<file path="src/sv/chs_pkg.sv">
// Package for the chained hash set engine: operation and status codes,
// channel payload types and the fixed hash constants.
// Depends on nothing; every other file but chs_entry_ram imports it.
package chs_pkg;

  localparam int KEY_W      = 64;
  localparam int VALUE_W    = 64;
  localparam int TOTAL_W    = 13;
  localparam int CFG_W      = 7;
  localparam int CFG_IDX_W  = 1;
  localparam int BKT_CFG_W  = 7;
  localparam int KLEN_CFG_W = 4;
  localparam int REM_W      = 9;
  localparam int TERM_W     = 31;
  localparam int SUM_W      = 34;
  localparam int MOD_W      = 36;
  localparam int MOD_STEPS  = MOD_W / 4;

  localparam logic [22:0] HASH_MUL = 23'd6678383;
  localparam logic [22:0] HASH_ADD = 23'd6618401;

  localparam logic [CFG_IDX_W-1:0] CFG_BUCKETS = 1'd0;
  localparam logic [CFG_IDX_W-1:0] CFG_KEYLEN  = 1'd1;

  typedef enum logic [1:0] {
    OP_FIND   = 2'd0,
    OP_INSERT = 2'd1,
    OP_REMOVE = 2'd2,
    OP_EMPTY  = 2'd3
  } op_t;

  typedef enum logic [1:0] {
    ST_OK     = 2'd0,
    ST_ABSENT = 2'd1,
    ST_DUP    = 2'd2,
    ST_FULL   = 2'd3
  } status_t;

  typedef struct packed {
    logic [1:0]         op;
    logic [KEY_W-1:0]   key;
    logic [VALUE_W-1:0] value_in;
  } in_item_t;

  typedef struct packed {
    logic [1:0]         status;
    logic [VALUE_W-1:0] value_out;
    logic [TOTAL_W-1:0] entry_total;
  } out_item_t;

  typedef struct packed {
    logic             start;
    logic [3:0]       nbytes;
    logic [REM_W-1:0] divisor;
  } hash_ctl_t;

  typedef struct packed {
    logic             done;
    logic [REM_W-1:0] rem;
  } hash_res_t;

endpackage

</file>
<file path="src/sv/chs_hash.sv">
// Iterative bucket hash: one key byte per cycle into a running sum, then a
// remainder by the bucket count, four quotient bits per cycle.
// Depends on chs_pkg.
module chs_hash (
  input  logic               clk,
  input  logic               rst_n,
  input  logic [63:0]        key,
  input  chs_pkg::hash_ctl_t ctl,
  output chs_pkg::hash_res_t res
);
  import chs_pkg::*;

  typedef enum logic [1:0] {H_IDLE, H_SUM, H_MOD} hstate_t;

  hstate_t          state_r;
  logic [63:0]      key_sr_r;
  logic [3:0]       cnt_r;
  logic [SUM_W-1:0] sum_r;
  logic [MOD_W-1:0] mod_sr_r;
  logic [3:0]       step_r;
  logic [REM_W-1:0] rem_r;
  logic [REM_W-1:0] div_r;
  logic             done_r;

  logic [TERM_W-1:0] term;
  logic [SUM_W-1:0]  sum_add;
  logic [REM_W-1:0]  rem_nxt;
  logic [REM_W:0]    trial;

  assign term    = TERM_W'(key_sr_r[7:0] * HASH_MUL) + TERM_W'(HASH_ADD);
  assign sum_add = sum_r + SUM_W'(term);

  always_comb begin
    rem_nxt = rem_r;
    trial   = '0;
    for (int k = 0; k < 4; k++) begin
      trial = {rem_nxt, mod_sr_r[MOD_W-1-k]};
      if (trial >= {1'b0, div_r}) begin
        trial = trial - {1'b0, div_r};
      end
      rem_nxt = trial[REM_W-1:0];
    end
  end

  always_ff @(posedge clk) begin
    if (!rst_n) begin
      state_r <= H_IDLE;
      done_r  <= 1'b0;
    end else begin
      done_r <= 1'b0;
      unique case (state_r)
        H_IDLE: begin
          if (ctl.start) begin
            key_sr_r <= key;
            cnt_r    <= ctl.nbytes;
            sum_r    <= '0;
            div_r    <= ctl.divisor;
            state_r  <= H_SUM;
          end
        end
        H_SUM: begin
          sum_r    <= sum_add;
          key_sr_r <= key_sr_r >> 8;
          cnt_r    <= cnt_r - 4'd1;
          if (cnt_r == 4'd1) begin
            mod_sr_r <= MOD_W'(sum_add);
            rem_r    <= '0;
            step_r   <= '0;
            state_r  <= H_MOD;
          end
        end
        H_MOD: begin
          rem_r    <= rem_nxt;
          mod_sr_r <= mod_sr_r << 4;
          step_r   <= step_r + 4'd1;
          if (step_r == 4'(MOD_STEPS - 1)) begin
            done_r  <= 1'b1;
            state_r <= H_IDLE;
          end
        end
        default: state_r <= H_IDLE;
      endcase
    end
  end

  assign res.done = done_r;
  assign res.rem  = rem_r;

endmodule

</file>
<file path="config.mk">
export PLATFORM = sky130hd
export DESIGN_NAME = chs_hash
export DESIGN_NICKNAME = d
export VERILOG_FILES = /design/src/sv/chs_pkg.sv /design/src/sv/chs_hash.sv
export SDC_FILE = /design/constraint.sdc
export NUM_CORES = 1
export LEC_CHECK = 0
export ABC_AREA = 1
export BUFFER_PORTS_ARGS = -buffer_cell sky130_fd_sc_hd__clkbuf_2
export CAP_MARGIN = 20
export CORE_MARGIN = 2
export CORE_UTILIZATION = 57
export DETAILED_ROUTE_END_ITERATION = 8
export MAX_ROUTING_LAYER = met4
export PLACE_DENSITY = 0.77
export SLEW_MARGIN = 10
export SYNTH_ARGS = -nofsm -noshare
export SYNTH_HDL_FRONTEND = slang
export SYNTH_SLANG_ARGS = --single-unit
export TNS_END_PERCENT = 20
</file>
<file path="constraint.sdc">
create_clock -name clk -period 6.7 [get_ports clk]
set_input_delay 1.34 -clock clk [delete_from_list [all_inputs] [get_ports clk]]
set_output_delay 1.34 -clock clk [all_outputs]
set_load 0.02 [all_outputs]
</file>
## Word-level counts from Yosys, hierarchy flattened

Index checks and enable logic that the tools add are counted.

| cells by class | value |
|---|---|
| add/sub/neg operators | 8 |
| muxes and demuxes | 21 |
| equality and inequality tests | 7 |
| multiply operators | 1 |
| reduce and logical (&&, ||, !) cells | 8 |
| order comparisons | 4 |

Operators with widths:

| kind | count |
|---|---|
| $pmux W64 S2 | 1 |
| $pmux W36 S2 | 1 |
| $pmux W34 S2 | 1 |
| $mux W64 | 1 |
| $mux W9 | 5 |
| $ge A10 B9 Y1 | 4 |
| $mux W36 | 1 |
| $sub A9 B9 Y9 | 4 |
| $add A34 B31 Y34 | 1 |
| $mux W34 | 1 |
| $add A31 B23 Y31 const B | 1 |
| $mul A8 B23 Y31 const B | 1 |
| $pmux W9 S2 | 1 |
| $pmux W4 S2 | 2 |
| $reduce_and A3 Y1 | 4 |
| $mux W4 | 2 |
| $mux W2 | 3 |
| $ne A2 B2 Y1 const B | 3 |
| $pmux W2 S3 | 1 |
| $add A4 B1 Y4 const B | 1 |
| $eq A4 B1 Y1 const B | 1 |
| $eq A4 B4 Y1 const B | 1 |
| $reduce_bool A2 Y1 | 2 |
| $sub A4 B1 Y4 const B | 1 |
| 5 further kinds | 5 |

| word-level totals | value |
|---|---|
| input port bits | 80 |
| output and inout bits | 10 |
| bits in registers | 163 |

## Logic depth before layout (Yosys ltp)

| logic depth | value |
|---|---|
| depth after elaboration | 9 |
| mapped depth | 52 |
| mapped depth without buffers | 49 |

## Worst setup path after synthesis

Ideal clock, no wire load.

| timing path | value |
|---|---|
| kind | input to register |
| start point | input ctl[13] (netlist name) |
| end point | register cnt_r[0], enable pin |
| arrival time | 6393 ps |
| stages | 2 |
| data required time | 6102 ps |
| path slack | -291 ps |
| setup time | 598 ps |
| path buffers | 0 |
| path through | nand3_1 a21oi_1 |

| between the ends | value |
|---|---|
| longest elaborated chain between the ends | 2 |

Ends and longest elaborated chain:

| what | RTL line | source |
|---|---|---|
| start: declaration | chs_hash.sv:8 | `input chs_pkg::hash_ctl_t ctl,` |
| $ne A2 B2 Y1 (no line) | -- |  |
| $reduce_and A3 Y1 (no line) | -- |  |
| end signal: assignment | chs_hash.sv:55 | `cnt_r <= ctl.nbytes;` |
| end signal: assignment | chs_hash.sv:64 | `cnt_r <= cnt_r - 4'd1;` |
| end: declaration | chs_hash.sv:17 | `logic [3:0] cnt_r;` |

No other way between the ends.
A chain may end at the register's enable or synchronous reset.

## Final worst setup path

| timing path | value |
|---|---|
| start point | register key_sr_r[5] |
| end point | register mod_sr_r[30] (data pin) |

| between the ends | value |
|---|---|
| longest elaborated chain between the ends | 5 |

Ends and longest elaborated chain:

| what | RTL line | source |
|---|---|---|
| start: declaration | chs_hash.sv:16 | `logic [63:0] key_sr_r;` |
| start signal: assignment | chs_hash.sv:54 | `key_sr_r <= key;` |
| start signal: assignment | chs_hash.sv:63 | `key_sr_r <= key_sr_r >> 8;` |
| $mul A8 B23 Y31 | chs_hash.sv:30 | `assign term = TERM_W'(key_sr_r[7:0] * HASH_MUL) + TERM_W'(HASH_ADD);` |
| $add A31 B23 Y31 | chs_hash.sv:30 |  |
| $add A34 B31 Y34 | chs_hash.sv:31 | `assign sum_add = sum_r + SUM_W'(term);` |
| $mux W36 | chs_hash.sv:65 | `if (cnt_r == 4'd1) begin` |
| $pmux W36 S2 | chs_hash.sv:51 | `unique case (state_r)` |
| end signal: assignment | chs_hash.sv:66 | `mod_sr_r <= MOD_W'(sum_add);` |
| end signal: assignment | chs_hash.sv:74 | `mod_sr_r <= mod_sr_r << 4;` |
| end: declaration | chs_hash.sv:19 | `logic [MOD_W-1:0] mod_sr_r;` |

No other way between the ends. The select of a mux whose other input is x is not followed.

==> metrics.md <==
| Metric | Value |
|---|---|
| Top post-synthesis cells by area | edfxtp_1 (34%), ha_1 (13%), nand2_1 (12%) |
| Worst-path clk slew | 80 ps |
| H-tree levels | 4 |
| Final Cycle Share | 95.2% |
| Syn_nets | 1,946 |
| WP data required | 6850 ps |
| Crit start category | flip-flop |
| FMAX | 157 MHz |
| Yosys top cell by area | edfxtp_1 |
| Syn Inst Count | 1,654 |
| Final ANT Viol Nets | 0 |
| All-Layer GR Usage | 29.3% |
| Clock latency at the later pin of the worst-skew pair | 440 ps |
| Final Setup Violations | 0 |
| Worst min-delay path category | reg -> reg |
| DR iter-0 viols | 940 |
| Critical Path Fanout Max | 6 |
| Remaining global-route overflow | 0 |
| Core area | 24,200 µm² |
| Fill cell count | 1,966 |
| Count leader, synth | nand2_1 |
| Detailed-route DRC error count | 0 |
| Seq/Total Area, Yosys | 34.8% |
| Minimum clock period | 6380 ps |
| Rows | 57 |
| Syn Area/Cell | 8.46 µm² |
| Fin. max-slew vios | 0 |
| Die ar. | 25,800 µm² |
| Max cap viols | 0 |
| Relative slew slack | 29.2% |
| Post-synth EDFFs | 160 |
| Routed wire length | 35.9 mm |
| Starting Density | 57.9% |
| CP bufs+invs | 4 |
| Diode count | 0 |
| IO Port Bufs | 89 |
| Final Hold Viols | 0 |
| Global-route wire length before repair | 57.9 mm |
| CTS Hold Bufs | 0 |
| Die H | 161 µm |
| DR top layer | met4 |
| Yosys Warn Count | 0 |
| CP top delay family | adder cells |
| Die Width | 161 µm |
| Synth Flop Type | edfxtp_1 |
| NumNets Final | 2,116 |
| Pre-antenna DRT Iters | 6 |
| Synthesized area | 14,000 µm² |
| CP peak stage delay | 520 ps |
| CTS tree | yes |
| CP Data Arrival Time | 6530 ps |
| Post-synth top cells | nand2_1 (434), inv_1 (229), edfxtp_1 (160) |
| Syn-to-layout area delta | 17.1% |
| Max clock buf depth | 2 |
| CP most frequent cell | nand2_1 |
| GP Congestion | 0.978 |
| DP Worst Slack | -229 ps |
| Fin worst setup slack | 321 ps |
| Critical setup path kind | reg -> reg |
| Slew @ Worst Pin | 1060 ps |
| Met1 wire length | 16.5 mm |
| Number of vias per cell | 5.39 |
| CTS Buf Count | 17 |
| Synth unique cells | 48 |
| # IOs | 90 |
| Clk sink count | 163 |
| Synth Register Bits | 163 |
| Share of layout cells above drive strength 1 | 17.2% |
| Ys async rst share | 0% |
| Area fraction of the dominant cell type after synthesis | 34.3% |
| Routed wl met2 | 16.4 mm |
| RSZ-0062 raised after global routing | true |
| CP Capture Type | flip-flop |
| Pin count of the biggest net entering global routing | 99 |
| Initial antenna violation count | 0 |
| Outcome | finished clean |
| Worst Clk Skew | 18.0 ps |
| Root buffer cell | clkbuf_16 |
| Vias in the first global route | 11,600 |
| WL/cell | 16.6 µm |
| Crit-path slowest cell | fa_1 |
| Vias | 11,600 |
| Routed wl met3 | 2.20 mm |
| DPL Wire Length | 28.2 mm |
==> kinds of logic after synthesis <==
| family | synth area share (%) |
|---|---|
| compound gates | 9.37 |
| buf+inv | 7.35 |
| xor+xnor | 5.57 |
| simple gates | 20.5 |
| flops | 34.8 |
| fa+ha+maj | 22.5 |
==> flip-flops by register name, summed over array words and instances, names as in the netlist <==
signal and cells:
key_sr_r 64, step_r 4, div_r 9, cnt_r 4, rem_r 9, done_r 1, state_r 2, mod_sr_r 36
sum_r 34
==> through the flow <==
stage | hold WS [ps] | utilization (%) | TNS, ps | std cells | instance area, µm²
after global placement | 500 | 63.0 | -212 | 2104 | 15200
after detailed placement | 505 | 63.0 | -1240 | 2104 | 15200
after floorplan | 458 | - | 0 | 1654 | 14000
after global routing | 539 | 67.8 | -3.19 | 2161 | 16400
after CTS | 525 | 65.7 | 0 | 2137 | 15900
final | 520 | 67.8 | 0 | 2161 | 16400
==> final timing paths <==
kind,to,cells after the start,startpoint,slack [ps]
max,mod_sr_r[30],27,key_sr_r[5],320
min,key_sr_r[36],2,key_sr_r[44],520
max reg2reg,mod_sr_r[30],27,key_sr_r[5],320
min reg2reg,key_sr_r[36],2,key_sr_r[44],520
==> cells in the final DEF (no fill, tap or decap), types with 6 or more instances in the layout <==
master and instances:
o21ai_0 80, clkbuf_16 17, nor3_1 15, nand3_1 51, nor2_4 6, a31oi_1 7, clkinv_8 8, o21ai_1 7
o21bai_1 14, a21oi_2 13, ha_2 6, nand2_2 16, xnor2_1 42, ha_1 136, xor2_1 47, a21oi_1 79
clkbuf_2 89, inv_2 10, nand4_1 10, fa_1 62, inv_1 221, edfxtp_1 160, o21ai_2 9, buf_4 91
nor2_1 134, nand2_1 422
==> layer usage <==
metal | track usage, % | up-vias
met1 | 40.8 | 5435
met5 | - | -
met2 | 44.9 | 378
met4 | 8.48 | 0
met3 | 4.60 | 58
li1 | - | 5777
==> area by class of cell <==
cell class	instances	area (µm²)	area share [%]
multi-input cells	1228	8460	51.6
flip-flops and latches	163	4860	29.7
repair buffers	181	1140	6.96
inverters	232	878	5.36
clock buffers	17	425	2.60
well taps	324	405	2.47
clock inverters	15	204	1.24
repair inverters	1	8.76	0.0534
==> tightest hold or removal path, stage by stage, from the launching register on <==
cell and delay [ps]:
edfxtp_1 330, nand2_1 50, nand2_1 50
==> repair_timing <==
| action | in CTS | in global routing |
|---|---|---|
| buffers inserted | 0 | 23 |
| gates resized for setup | 5 | 89 |
| gates cloned | 1 | 1 |
| pin swaps | 1 | 29 |
| setup endpoints to repair | 9 | 31 |
Power is left out: the tool's default activity adds up to more than one toggle a clock period on the data nets, which glitch-free logic cannot reach.
